--- src/rtl/i2cbe_pkg.sv ---
package i2cbe_pkg;

	localparam int unsigned ACK_COUNT_BITS_DEF = 16;

	localparam int unsigned SPEED_W   = 3;
	localparam int unsigned TMO_W     = 16;
	localparam int unsigned CFG_IDX_W = 2;
	localparam int unsigned CFG_W     = 16;
	localparam int unsigned HALF_W    = 4;

	localparam logic [CFG_IDX_W-1:0] REG_SPEED_SELECT = 2'd0;
	localparam logic [CFG_IDX_W-1:0] REG_LSB_FIRST    = 2'd1;
	localparam logic [CFG_IDX_W-1:0] REG_ACK_TIMEOUT  = 2'd2;

	localparam logic [SPEED_W-1:0] SPEED_RESET   = 3'd2;
	localparam logic               LSB_RESET     = 1'b0;
	localparam logic [TMO_W-1:0]   TIMEOUT_RESET = 16'd1000;

	localparam logic [2:0] FN_TICK    = 3'd0;
	localparam logic [2:0] FN_START   = 3'd1;
	localparam logic [2:0] FN_STOP    = 3'd2;
	localparam logic [2:0] FN_WRITE   = 3'd3;
	localparam logic [2:0] FN_RD_ACK  = 3'd4;
	localparam logic [2:0] FN_RD_NACK = 3'd5;

	typedef enum logic [1:0] {
		ST_OK      = 2'd0,
		ST_TIMEOUT = 2'd1,
		ST_REJECT  = 2'd2
	} status_t;

	typedef enum logic [3:0] {
		PH_IDLE   = 4'd0,
		PH_ST1    = 4'd1,
		PH_ST2    = 4'd2,
		PH_SP1    = 4'd3,
		PH_SP2    = 4'd4,
		PH_WSETUP = 4'd5,
		PH_WHIGH  = 4'd6,
		PH_WLOW   = 4'd7,
		PH_AREL   = 4'd8,
		PH_AHIGH  = 4'd9,
		PH_APOLL  = 4'd10,
		PH_RLOW   = 4'd11,
		PH_RHIGH  = 4'd12,
		PH_K1     = 4'd13,
		PH_K2     = 4'd14
	} phase_t;

	typedef struct packed {
		phase_t            phase;
		logic [2:0]        pending_op;
		logic [3:0]        bit_index;
		logic [7:0]        shift_byte;
		logic [HALF_W-1:0] half_cnt;
		logic              scl;
		logic              sda;
		logic              sda_drv;
		logic [7:0]        rd_hold;
	} eng_state_t;

	typedef struct packed {
		logic [SPEED_W-1:0] speed_select;
		logic               lsb_first;
		logic [TMO_W-1:0]   ack_timeout;
	} eng_cfg_t;

	function automatic logic [HALF_W-1:0] half_ticks(input logic [SPEED_W-1:0] sel);
		logic [HALF_W-1:0] d;
		unique case (sel)
			3'd0: d = 4'd10;
			3'd1: d = 4'd5;
			3'd3: d = 4'd2;
			3'd4: d = 4'd1;
			default: d = 4'd4;
		endcase
		return d;
	endfunction

	// Returns the next bit to drive on SDA in bit 8 and the shifted byte below it.
	function automatic logic [8:0] put_bit(input logic [7:0] sh, input logic lsb);
		logic [8:0] r;
		if (lsb) begin
			r = {sh[0], 1'b0, sh[7:1]};
		end else begin
			r = {sh[7], sh[6:0], 1'b0};
		end
		return r;
	endfunction

endpackage

--- src/rtl/i2c_master_bit_engine_core.sv ---
// I2C master bit engine. Each input item is either a microsecond tick or a command
// (start, stop, write byte with ack check, read byte with ack or nack), together with
// the sampled SDA level. The engine takes one item per clock and returns exactly one
// result item for it, registered, on the following cycle: the SCL and SDA levels, the
// SDA drive enable, busy, done, status and the last read byte. A new item is taken
// in the same cycle a pending result is taken, so the sustained rate is one item per
// clock, set by the single state update between the engine registers. Half periods
// last 10, 5, 4, 2 or 1 ticks as chosen by speed_select; a command given while busy
// is rejected with status 2, and an ack timeout issues one stop and reports status 1.
module i2c_master_bit_engine_core
	import i2cbe_pkg::*;
#(
	parameter int unsigned ACK_COUNT_BITS = ACK_COUNT_BITS_DEF
) (
	input  logic                 clk,
	input  logic                 arst_n,
	input  logic                 cfg_we,
	input  logic [CFG_IDX_W-1:0] cfg_idx,
	input  logic [CFG_W-1:0]     cfg_wdata,
	input  logic                 in_valid,
	output logic                 in_ready,
	input  logic [2:0]           func,
	input  logic [7:0]           wr_byte,
	input  logic                 sda_in,
	output logic                 out_valid,
	input  logic                 out_ready,
	output logic                 scl_out,
	output logic                 sda_out,
	output logic                 sda_drive,
	output logic                 busy_res,
	output logic                 done_res,
	output logic [1:0]           status,
	output logic [7:0]           rd_byte
);

	eng_cfg_t                  cfg_q;
	eng_state_t                state_q;
	eng_state_t                state_nxt;
	logic [ACK_COUNT_BITS-1:0] ack_cnt_q;
	logic [ACK_COUNT_BITS-1:0] ack_cnt_nxt;
	logic                      done_nxt;
	status_t                   status_nxt;
	logic                      out_valid_q;
	logic                      done_q;
	status_t                   status_q;
	logic                      accept;

	assign in_ready = !out_valid_q || out_ready;
	assign accept = in_valid && in_ready;

	always_ff @(posedge clk or negedge arst_n) begin
		if (!arst_n) begin
			cfg_q.speed_select <= SPEED_RESET;
			cfg_q.lsb_first <= LSB_RESET;
			cfg_q.ack_timeout <= TIMEOUT_RESET;
		end else if (cfg_we) begin
			unique case (cfg_idx)
				REG_SPEED_SELECT: cfg_q.speed_select <= cfg_wdata[SPEED_W-1:0];
				REG_LSB_FIRST: cfg_q.lsb_first <= cfg_wdata[0];
				REG_ACK_TIMEOUT: cfg_q.ack_timeout <= cfg_wdata[TMO_W-1:0];
				default: begin
				end
			endcase
		end
	end

	i2cbe_step #(
		.ACK_COUNT_BITS(ACK_COUNT_BITS)
	) u_step (
		.cur        (state_q),
		.ack_cnt    (ack_cnt_q),
		.cfg        (cfg_q),
		.func       (func),
		.wr_byte    (wr_byte),
		.sda_in     (sda_in),
		.nxt        (state_nxt),
		.ack_cnt_nxt(ack_cnt_nxt),
		.done       (done_nxt),
		.status     (status_nxt)
	);

	always_ff @(posedge clk or negedge arst_n) begin
		if (!arst_n) begin
			state_q.phase <= PH_IDLE;
			state_q.pending_op <= 3'd0;
			state_q.bit_index <= 4'd0;
			state_q.shift_byte <= 8'd0;
			state_q.half_cnt <= '0;
			state_q.scl <= 1'b1;
			state_q.sda <= 1'b1;
			state_q.sda_drv <= 1'b1;
			state_q.rd_hold <= 8'd0;
			ack_cnt_q <= '0;
			out_valid_q <= 1'b0;
			done_q <= 1'b0;
			status_q <= ST_OK;
		end else begin
			if (accept) begin
				state_q <= state_nxt;
				ack_cnt_q <= ack_cnt_nxt;
				done_q <= done_nxt;
				status_q <= status_nxt;
				out_valid_q <= 1'b1;
			end else if (out_ready) begin
				out_valid_q <= 1'b0;
			end
		end
	end

	// The engine state changes only when an item is taken, so it also holds the
	// pin levels of the result that is waiting.
	assign out_valid = out_valid_q;
	assign scl_out = state_q.scl;
	assign sda_out = state_q.sda;
	assign sda_drive = state_q.sda_drv;
	assign busy_res = (state_q.phase != PH_IDLE);
	assign done_res = done_q;
	assign status = status_q;
	assign rd_byte = state_q.rd_hold;

endmodule

--- src/rtl/i2cbe_step.sv ---
module i2cbe_step
	import i2cbe_pkg::*;
#(
	parameter int unsigned ACK_COUNT_BITS = ACK_COUNT_BITS_DEF
) (
	input  eng_state_t                cur,
	input  logic [ACK_COUNT_BITS-1:0] ack_cnt,
	input  eng_cfg_t                  cfg,
	input  logic [2:0]                func,
	input  logic [7:0]                wr_byte,
	input  logic                      sda_in,
	output eng_state_t                nxt,
	output logic [ACK_COUNT_BITS-1:0] ack_cnt_nxt,
	output logic                      done,
	output status_t                   status
);

	localparam int unsigned CW = (ACK_COUNT_BITS > TMO_W) ? ACK_COUNT_BITS : TMO_W;
	localparam logic [ACK_COUNT_BITS-1:0] ACK_MAX = {ACK_COUNT_BITS{1'b1}};
	localparam logic [ACK_COUNT_BITS-1:0] ACK_ONE = ACK_COUNT_BITS'(1);

	logic                      is_cmd;
	logic                      do_poll;
	logic [HALF_W-1:0]         dticks;
	logic [8:0]                pb;
	logic [3:0]                bi_inc;
	logic [ACK_COUNT_BITS-1:0] poll_base;
	logic [ACK_COUNT_BITS-1:0] poll_inc;

	assign dticks = half_ticks(cfg.speed_select);
	assign bi_inc = cur.bit_index + 4'd1;
	assign is_cmd = (func == FN_START) || (func == FN_STOP) || (func == FN_WRITE) ||
		(func == FN_RD_ACK) || (func == FN_RD_NACK);
	assign poll_base = (cur.phase == PH_AHIGH) ? '0 : ack_cnt;
	assign poll_inc = (poll_base != ACK_MAX) ? poll_base + ACK_ONE : poll_base;

	always_comb begin
		nxt = cur;
		ack_cnt_nxt = ack_cnt;
		done = 1'b0;
		status = ST_OK;
		do_poll = 1'b0;
		pb = put_bit(wr_byte, cfg.lsb_first);
		if (is_cmd && (cur.phase != PH_IDLE)) begin
			done = 1'b1;
			status = ST_REJECT;
		end else if (is_cmd) begin
			nxt.pending_op = func;
			nxt.bit_index = 4'd0;
			nxt.half_cnt = dticks;
			if (func == FN_START) begin
				nxt.sda_drv = 1'b1;
				nxt.sda = 1'b1;
				nxt.scl = 1'b1;
				nxt.phase = PH_ST1;
			end else if (func == FN_STOP) begin
				nxt.sda_drv = 1'b1;
				nxt.scl = 1'b0;
				nxt.sda = 1'b0;
				nxt.phase = PH_SP1;
			end else if (func == FN_WRITE) begin
				nxt.sda_drv = 1'b1;
				nxt.scl = 1'b0;
				nxt.sda = pb[8];
				nxt.shift_byte = pb[7:0];
				nxt.phase = PH_WSETUP;
			end else begin
				nxt.sda_drv = 1'b0;
				nxt.sda = 1'b1;
				nxt.scl = 1'b0;
				nxt.shift_byte = 8'd0;
				nxt.phase = PH_RLOW;
			end
		end else if (cur.phase == PH_APOLL) begin
			do_poll = 1'b1;
		end else if (cur.phase != PH_IDLE) begin
			if (cur.half_cnt <= 4'd1) begin
				nxt.half_cnt = '0;
				pb = put_bit(cur.shift_byte, cfg.lsb_first);
				unique case (cur.phase)
					PH_ST1: begin
						nxt.sda = 1'b0;
						nxt.phase = PH_ST2;
						nxt.half_cnt = dticks;
					end
					PH_ST2: begin
						nxt.scl = 1'b0;
						nxt.phase = PH_IDLE;
						done = 1'b1;
					end
					PH_SP1: begin
						nxt.scl = 1'b1;
						nxt.sda = 1'b1;
						nxt.phase = PH_SP2;
						nxt.half_cnt = dticks;
					end
					PH_SP2: begin
						nxt.phase = PH_IDLE;
						done = 1'b1;
						status = (cur.pending_op == FN_WRITE) ? ST_TIMEOUT : ST_OK;
					end
					PH_WSETUP: begin
						nxt.scl = 1'b1;
						nxt.phase = PH_WHIGH;
						nxt.half_cnt = dticks;
					end
					PH_WHIGH: begin
						nxt.scl = 1'b0;
						nxt.phase = PH_WLOW;
						nxt.half_cnt = dticks;
					end
					PH_WLOW: begin
						nxt.bit_index = bi_inc;
						nxt.half_cnt = dticks;
						if (!bi_inc[3]) begin
							nxt.sda = pb[8];
							nxt.shift_byte = pb[7:0];
							nxt.phase = PH_WSETUP;
						end else begin
							nxt.sda_drv = 1'b0;
							nxt.sda = 1'b1;
							nxt.phase = PH_AREL;
						end
					end
					PH_AREL: begin
						nxt.scl = 1'b1;
						nxt.phase = PH_AHIGH;
						nxt.half_cnt = dticks;
					end
					PH_AHIGH: begin
						do_poll = 1'b1;
					end
					PH_RLOW: begin
						nxt.scl = 1'b1;
						nxt.shift_byte = cfg.lsb_first ? {sda_in, cur.shift_byte[7:1]} :
							{cur.shift_byte[6:0], sda_in};
						nxt.phase = PH_RHIGH;
						nxt.half_cnt = dticks;
					end
					PH_RHIGH: begin
						nxt.bit_index = bi_inc;
						nxt.scl = 1'b0;
						nxt.half_cnt = dticks;
						if (!bi_inc[3]) begin
							nxt.phase = PH_RLOW;
						end else begin
							nxt.rd_hold = cur.shift_byte;
							nxt.sda_drv = 1'b1;
							nxt.sda = (cur.pending_op == FN_RD_NACK);
							nxt.phase = PH_K1;
						end
					end
					PH_K1: begin
						nxt.scl = 1'b1;
						nxt.phase = PH_K2;
						nxt.half_cnt = dticks;
					end
					PH_K2: begin
						nxt.scl = 1'b0;
						nxt.phase = PH_IDLE;
						done = 1'b1;
					end
					default: begin
						nxt.phase = PH_IDLE;
					end
				endcase
			end else begin
				nxt.half_cnt = cur.half_cnt - 4'd1;
			end
		end

		if (do_poll) begin
			if (!sda_in) begin
				ack_cnt_nxt = poll_base;
				nxt.scl = 1'b0;
				nxt.phase = PH_IDLE;
				done = 1'b1;
				status = ST_OK;
			end else begin
				ack_cnt_nxt = poll_inc;
				if ((CW'(poll_inc) >= CW'(cfg.ack_timeout)) || (poll_inc == ACK_MAX)) begin
					nxt.sda_drv = 1'b1;
					nxt.scl = 1'b0;
					nxt.sda = 1'b0;
					nxt.phase = PH_SP1;
					nxt.half_cnt = dticks;
				end else begin
					nxt.phase = PH_APOLL;
				end
			end
		end
	end

endmodule

--- config.mk ---
export PLATFORM = sky130hd
export DESIGN_NAME = i2c_master_bit_engine_core
export DESIGN_NICKNAME = d
export VERILOG_FILES = /design/src/rtl/i2cbe_pkg.sv /design/src/rtl/i2c_master_bit_engine_core.sv /design/src/rtl/i2cbe_step.sv
export SDC_FILE = /design/constraint.sdc
export NUM_CORES = 1
export LEC_CHECK = 0
export ABC_CLOCK_PERIOD_IN_PS = 12290
export BUFFER_PORTS_ARGS = -buffer_cell sky130_fd_sc_hd__buf_2
export CORE_MARGIN = 5
export CORE_UTILIZATION = 66
export DETAILED_ROUTE_END_ITERATION = 7
export PLACE_DENSITY = 0.87
export SYNTH_ARGS = -nofsm -noshare
export SYNTH_HDL_FRONTEND = slang
export SYNTH_HIERARCHICAL = 1
export SYNTH_SLANG_ARGS = --single-unit
--- constraint.sdc ---
create_clock -name clk -period 12.29 [get_ports clk]
set_input_delay 1.229 -clock clk [delete_from_list [all_inputs] [get_ports clk]]
set_output_delay 1.229 -clock clk [all_outputs]
set_load 0.05 [all_outputs]
==> summary.txt, run 1 <==
Most frequent cells in the layout - mux2_2, dfrtp_1, buf_2, nand2_1, inv_1
Syn Nets - 657
CTS tree - done
CP endpoint kind - register
Power per cell area - 158.2 nW/um^2
Crit-path max cell delay - 0.79 ns
Ys async rst share - 100.0%
Synth area leaders - dfrtp_1, mux2_2, dfstp_2
DRT Wirelength - 13.73 mm
Port Buffers - 51
Max Root-Sink Buffers - 2
Cell with the largest stage delay on the worst path - dfrtp_1
# hold bufs at CTS - 0
Endpoints failing hold - 0
Core Area - 8593 um^2
DRC viols - 0
Clock buffer count from CTS - 9
Largest net degree at the start of global routing - 75
Share of cells above drive strength 1 - 28.59%
Post-synthesis sequential area ratio - 32.46%
Pins Over Slew Limit - 0
Vias in the first global route - 4603
DRT antenna net count - 0
WHS Path Cells - 1
Gate Count Post-Synth - 602
DR vias - 4886
Initial drt markers - 327
First-pass GRT wire length - 22.29 mm
Yosys top cell area share - 27.89%
CP startpoint kind - register
Setup bufs post-CTS - 0
Total GRT Usage - 26.29%
Delay-heaviest family, CP - simple AND/OR/NAND/NOR gates
First-pass DRT Iterations - 5
Clock Latency Late Sink - 0.36 ns
CP Data Required Time - 12.57 ns
Unrepaired setup endpoints after global routing - false
Fmax - 0.1814 GHz
Post_cts resized - 0
N_diodes - 0
Maxcap violations - 0
Post-synth EDFFs - 0
Routability cong. - 0.8910
Synth cell types - 79
HP Class - reg2reg
Synth Cell Area - 5743 um^2
Cell taking the most area after synthesis - dfrtp_1
Top FF cell, synth - dfrtp_1
Buf/Inv on CP - 0
Setup_tns - 0 ns
Starting Density - 66.83%
Total gr overflow - 0
Setup violators final - 0
CTS HTree Levels - 3
CTS root buf - clkbuf_8
Synth-to-layout area growth - 6.449%
Die X - 103.3 um
Ys Warns - 6
Worst-path clk slew - 0.08 ns
Slew Limit Headroom - 16.46%
Via-to-Cell Ratio - 6.657
Tmin final - 5.514 ns
Die Ht - 103.3 um
Arrival time at the worst endpoint - 5.80 ns
Nets - 676
Mapped Avg Cell Area - 9.540 um^2
Crit path cell chain - nand4bb_1, and2_1, ha_1, and4_1, and4_1, nand2_2, and4b_1, xnor2_1, ha_1, a211oi_1, nand2_1, a31oi_1, o21ai_0, a211oi_1, o41a_1, nor2_4, a311o_1, mux2_2
Critical path class - reg2reg
Critical path depth in cells - 18
Num Clock Sinks - 74
Core Rows - 34
Routed WL per cell - 18.70 um
Clk_skew - 0.006630 ns
Commonest non-fill, non-tap cell in the layout - mux2_2
Tcrit/Tclk final - 44.87%
Die area - 10670 um^2
HPWL after detailed placement - 9.595 mm
I/O pin count - 52
Status - complete, no violations
Slew @ Worst Pin - 1.245 ns
Pleak - 0.002779 uW
CP Max Fanout - 24
Max IR drop VDD - 0.0001559 V
#FFs+latches synth - 74
Initial antenna violation count - 0
Cells on worst reg2reg path - 18
WHS - 0.5120 ns
flip-flops by register name, summed over array words and instances, names as in the netlist:
| signal | count |
|---|---|
| out_valid | 1 |
| sda_drive | 1 |
| scl_out | 1 |
| ack_cnt_q | 16 |
| state_q | 23 |
| rd_byte | 8 |
| done_res | 1 |
| status | 2 |
| sda_out | 1 |
| cfg_q | 20 |
through the flow:
stage / power (uW) / std cells / setup slack [ns] / utilization (%) / area [um^2]
2_1_floorplan: 656.3 / 602 / 7.977 / - / 5743
3_3_place_gp: 722.0 / 718 / 7.144 / 68.48 / 5884
3_5_place_dp: 740.1 / 718 / 6.904 / 68.48 / 5884
4_1_cts: 961.6 / 734 / 6.865 / 71.14 / 6113
5_1_grt: 1023 / 734 / 6.412 / 71.14 / 6113
6_report: 967.3 / 734 / 6.776 / 71.14 / 6113
worst register-to-register path: cells and delay by family (launching register included):
family                   cells  cell delay (ns)
AO/OA/AOI/OAI                6             1.44
XOR/XNOR                     1             0.16
adder cells (fa/ha/maj)      2             0.53
flip-flops                   1             0.79
multiplexers                 1             0.26
AND/OR/NAND/NOR              8             2.28
final timing paths:
| path | from | end | slack, ns |
|---|---|---|---|
| setup / recovery | state_q[30] | sda_drive | 6.78 |
| hold / removal | status[1] | status[1] | 0.51 |
| setup reg to reg | state_q[30] | sda_drive | 6.78 |
| hold reg to reg | status[1] | status[1] | 0.51 |
| max in group asynchronous | arst_n | state_q[12] | 10.66 |
| min in group asynchronous | arst_n | cfg_q[13] | 0.98 |
power breakdown:
part	switching, uW	internal [uW]	total, uW
registers	87.7	295	382
clock network	94.6	126	220
logic	207	157	365
total	390	578	967
routing by layer:
| layer | track usage, % | share of wire, % |
|---|---|---|
| met1 | 34.90 | 43 |
| met2 | 44.06 | 49 |
| met3 | 3.622 | 5.3 |
| met4 | 9.263 | 2.2 |
| met5 | 0 | 0 |
cells in the mapped netlist, types with 3 or more instances:
master / number
o31ai_1: 3
dfrtp_1: 64
o221ai_1: 10
or4_1: 3
nor2b_1: 4
and4_1: 3
dfstp_2: 10
and2_1: 7
mux2_4: 10
nand2_1: 50
xor2_1: 4
a21o_1: 8
o21ai_0: 29
mux2i_1: 19
a221oi_1: 3
nand2b_1: 4
a22oi_1: 4
xnor2_1: 7
and3_1: 3
o22ai_1: 4
inv_1: 31
clkbuf_1: 23
o2bb2ai_1: 3
a22o_1: 15
mux2_2: 72
a21oi_1: 21
buf_4: 8
nor3_1: 19
o21a_1: 4
ha_1: 20
nor2_1: 25
a31oi_1: 6
o211ai_1: 7
buf_2: 3
nand3_1: 21
a211oi_1: 9
buf_6: 8
nand4_1: 10
area by class of cell:
class                   instances  area, um^2
well taps                     108       135.1
inverters                      31       116.4
fillers                       667        2480
flip-flops and latches         74        1864
repair buffers                 53       272.8
clock buffers                  12       155.1
multi-input cells             452        3496
clock inverters                 4       73.82
cells by family after synthesis:
family | share of synthesized area (%)
AO/OA/AOI/OAI | 18.39
XOR/XNOR | 1.678
adder cells (fa/ha/maj) | 4.357
buffers and inverters | 6.667
flip-flops | 32.46
multiplexers | 20.04
AND/OR/NAND/NOR | 16.41
Note: power is estimated with default switching activity, not from simulation.
==> run 2, diff against run 1 <==
ABC_CLOCK_PERIOD_IN_PS = 5400   (was 12290)
CORE_UTILIZATION = 61   (was 66)
PLACE_DENSITY = 0.81   (was 0.87)
clock period = 5.4 ns   (was 12.29 ns; I/O delays follow)
==> summary.txt, run 2 (synthesized netlist as in run 1, its figures left out) <==
DR vias - 4806
CTS root buf - clkbuf_8
# hold bufs at CTS - 0
Endpoints failing hold - 0
Vias in the first global route - 4374
CP Max Fanout - 10
CP startpoint kind - register
Max reg flops - 23
Maxcap violations - 0
Clk_skew - 0.01144 ns
Starting Density - 62.45%
Most frequent cells in the layout - mux2_2, dfrtp_1, buf_2, nand2_1, inv_1
Post_cts resized - 0
Delay-heaviest family, CP - simple AND/OR/NAND/NOR gates
Worst-path clk slew - 0.08 ns
Pins Over Slew Limit - 0
Crit-path max cell delay - 0.41 ns
Buf/Inv on CP - 0
Unrepaired setup endpoints after global routing - false
Clock Latency Late Sink - 0.36 ns
Pleak - 0.002789 uW
Commonest non-fill, non-tap cell in the layout - mux2_2
Synth-to-layout area growth - 6.580%
Routed WL per cell - 18.21 um
Share of cells above drive strength 1 - 29.16%
Die Ht - 107.0 um
DRT Wirelength - 13.51 mm
CTS tree - done
Initial antenna violation count - 0
First-pass DRT Iterations - 5
Routability cong. - 0.9128
Biggest register - state_q
HP Class - in2async
Cell with the largest stage delay on the worst path - nand4bb_1
Max IR drop VDD - 0.0003235 V
Regs by FF count - state_q (23), cfg_q (20), ack_cnt_q (16)
Core Area - 9196 um^2
Largest net degree at the start of global routing - 75
Setup_tns - 0 ns
Port Buffers - 51
Final WS setup - 0.7781 ns
First-pass GRT wire length - 22.07 mm
Total gr overflow - 0
Place WS - 0.8565 ns
HPWL after detailed placement - 9.539 mm
Setup violators final - 0
Total GRT Usage - 23.85%
Max Root-Sink Buffers - 2
Critical path class - reg2reg
Cells on worst reg2reg path - 18
CP endpoint kind - register
Setup bufs post-CTS - 0
Critical path depth in cells - 18
DRT antenna net count - 0
I/O pin count - 52
Core Rows - 35
Tot Pwr - 2152 uW
Clock buffer count from CTS - 9
Crit path cell chain - nand4bb_1, and2_1, ha_1, and4_1, and4_1, nand2_2, and4b_1, xnor2_1, ha_1, a211oi_1, nand2_1, a31oi_1, o21ai_0, a211oi_1, o41a_1, nor2_4, a311o_1, mux2_2
Slew @ Worst Pin - 1.229 ns
Status - complete, no violations
CP Data Required Time - 5.69 ns
Arrival time at the worst endpoint - 4.91 ns
Tcrit/Tclk final - 85.59%
R2r setup slk - 0.78 ns
DRC viols - 0
N_diodes - 0
Power per cell area - 351.6 nW/um^2
Num Clock Sinks - 74
CTS HTree Levels - 3
Initial drt markers - 587
Fmax - 0.2164 GHz
Slew Limit Headroom - 17.53%
Tmin final - 4.622 ns
Die X - 107.0 um
Via-to-Cell Ratio - 6.477
Nets - 681
Die area - 11460 um^2
==> run 2: changes by cell type in the layout (fill, tap and decap cells not counted), sizes merged <==
| cell | previous run | this run |
|---|---|---|
| clkinv | 2 | 4 |
| buf | 53 | 58 |
| clkbuf | 12 | 11 |
| bufinv | 2 | 1 |
==> run 2: through the flow <==
step / utilization (%) / hold WS, ns / area, um^2 / cells
final: 66.56 / 0.3296 / 6121 / 742
after global routing: 66.56 / 0.3931 / 6121 / 742
after CTS: 66.56 / 0.3543 / 6121 / 742
after detailed placement: 64.44 / 0.4889 / 5926 / 726
after global placement: 64.44 / 0.4839 / 5926 / 726
after floorplan: - / 0.2444 / 5743 / 602
==> run 2: final timing paths <==
kind | startpoint | to
worst max-delay path | state_q[32] | sda_drive
worst min-delay path | arst_n | cfg_q[4]
worst max register to register | state_q[32] | sda_drive
worst min register to register | status[0] | status[0]
max in group asynchronous | arst_n | rd_byte[7]
min in group clk | cfg_wdata[7] | cfg_q[7]
==> run 2: power by group <==
group | internal [uW] | switching (uW) | total [uW] | leakage (uW)
clock network | 225 | 212 | 436 | 0.000103
logic | 379 | 552 | 931 | 0.00175
registers | 673 | 112 | 785 | 0.000932
total | 1280 | 876 | 2150 | 0.00279
==> run 2: final cells by class <==
class / instances / area [um^2]
inverters: 31 / 116.4
clock buffers: 11 / 141.4
fillers: 771 / 3075
repair buffers: 58 / 310.3
multi-input cells: 452 / 3496
well taps: 111 / 138.9
clock inverters: 5 / 53.80
flip-flops and latches: 74 / 1864
==> run 2: layer usage <==
| metal | wire (um) | up-vias | GRT usage [%] |
|---|---|---|---|
| met2 | 6191 | 161 | 36.77 |
| met5 | 0 | - | 0 |
| li1 | - | 2293 | - |
| met4 | 175 | 0 | 5.936 |
| met3 | 777 | 14 | 4.455 |
| met1 | 6369 | 2338 | 34.57 |
==> run 3, diff against run 2 <==
ABC_CLOCK_PERIOD_IN_PS = 4600   (was 5400)
clock period = 4.6 ns   (was 5.4 ns; I/O delays follow)
==> summary.txt, run 3 (synthesized netlist as in run 1, its figures left out) <==
Total gr overflow - 0
Final WS setup - 0.1929 ns
Die Ht - 107.0 um
# hold bufs at CTS - 0
Clk_skew - 0.009861 ns
Status - complete, no violations
CTS tree - done
Most frequent cells in the layout - mux2_2, dfrtp_1, buf_2, nand2_1, inv_1
N_diodes - 0
Tcrit/Tclk final - 95.81%
Routability cong. - 0.9361
Cell Count Post-Placement - 727
Core Rows - 35
Arrival time at the worst endpoint - 4.69 ns
Slew @ Worst Pin - 1.211 ns
Gate power share - 44.6%
Post_cts resized - 0
Setup bufs post-CTS - 0
Max reg flops - 23
CTS HTree Levels - 3
HPWL after detailed placement - 9.352 mm
Die area - 11460 um^2
Setup_tns - 0 ns
Routed WL per cell - 17.92 um
Vias in the first global route - 4656
Maxcap violations - 0
CP startpoint kind - register
DRT Wirelength - 13.32 mm
CTS root buf - clkbuf_8
Num Clock Sinks - 74
Share of cells above drive strength 1 - 28.80%
CP Data Required Time - 4.88 ns
Total GRT Usage - 23.65%
DRT antenna net count - 0
Setup violators final - 0
Fmax - 0.2269 GHz
Slew Limit Headroom - 18.74%
Nets - 682
Multi-input logic area - 3496 um^2
Tmin final - 4.407 ns
Pins Over Slew Limit - 0
I/O pin count - 52
Clock power share - 19.1%
Via-to-Cell Ratio - 6.626
DR vias - 4923
HP Class - in2async
Regs by FF count - state_q (23), cfg_q (20), ack_cnt_q (16)
First-pass GRT wire length - 22.21 mm
Max Root-Sink Buffers - 2
Synth-to-layout area growth - 6.449%
Largest net degree at the start of global routing - 75
Biggest register - state_q
Pleak - 0.002782 uW
Starting Density - 62.45%
Power per cell area - 408.5 nW/um^2
Post-Route Utilization - 66.48%
Core Area - 9196 um^2
Place WS - 0.3222 ns
Max IR drop VDD - 0.0002129 V
Initial drt markers - 557
Int Power - 1479 uW
Switching fraction of total power - 40.80%
FILL cells - 752
Commonest non-fill, non-tap cell in the layout - mux2_2
Clock buffer count from CTS - 9
CP Max Fanout - 7
Worst-path clk slew - 0.08 ns
Die X - 107.0 um
First-pass DRT Iterations - 5
DRC viols - 0
Port Buffers - 51
CP endpoint kind - register
Initial antenna violation count - 0
Unrepaired setup endpoints after global routing - false
P_sw - 1019 uW
Endpoints failing hold - 0
Critical path class - reg2reg
Final non-filler cell total - 743
FF/Latch Area - 1864 um^2
Clock Latency Late Sink - 0.35 ns
Part of the power in registers - 36.3%
[run 3: worst paths after layout]
check	from	end	slack [ns]	depth (start not counted)
max	state_q[33]	sda_drive	0.19	18
min	arst_n	state_q[25]	0.26	1
max reg2reg	state_q[33]	sda_drive	0.19	18
min reg2reg	done_res	done_res	0.50	1
max in group asynchronous	arst_n	rd_byte[3]	3.74	1
min in group clk	cfg_wdata[10]	cfg_q[10]	0.33	2
[run 3: layout make-up]
type | instances | area share, %
Inverter | 31 | 1.903
Multi-Input combinational cell | 452 | 57.18
Sequential cell | 74 | 30.50
Tap cell | 111 | 2.272
Timing Repair Buffer | 59 | 5.199
Clock buffer | 16 | 2.947
[run 3: power by group through the flow]
stage,Sequential (uW),Clock [uW],Combinational (uW)
after global placement,908,0,1050
after floorplan,967,0,786
after global routing,926,515,1210
final,907,477,1110
after CTS,904,489,1090
after detailed placement,917,0,1080
[run 3: routing by layer]
metal	vias up	global-route usage (%)	wire length, um
li1	2282	-	-
met1	2418	32.32	5853
met2	197	36.91	6307
met3	26	4.154	894
met4	0	10.05	262
met5	-	0	0
[run 3: metrics by stage]
step                      hold slack, ns  cell area [um^2]  total power [uW]
after floorplan                   0.1644              5743              1753
after global placement            0.4846              5933              1961
after detailed placement          0.4891              5933              1999
after CTS                         0.2972              6113              2485
after global routing              0.3347              6113              2648
final                             0.2637              6113              2498
[run 3: worst max-delay path: stages (launching register included)]
cell and delay (ns):
dfrtp_1 0.40, nand4bb_1 0.15, and2_1 0.21, ha_1 0.25, and4_1 0.22, and4_1 0.37, nand2_2 0.19, and4b_1 0.23
xnor2_1 0.22, ha_1 0.29, a211oi_1 0.25, nand2_1 0.08, a31oi_1 0.13, o21ai_0 0.11, a211oi_1 0.22, o41a_1 0.40
nor2_4 0.09, a311o_1 0.27, mux2_2 0.26
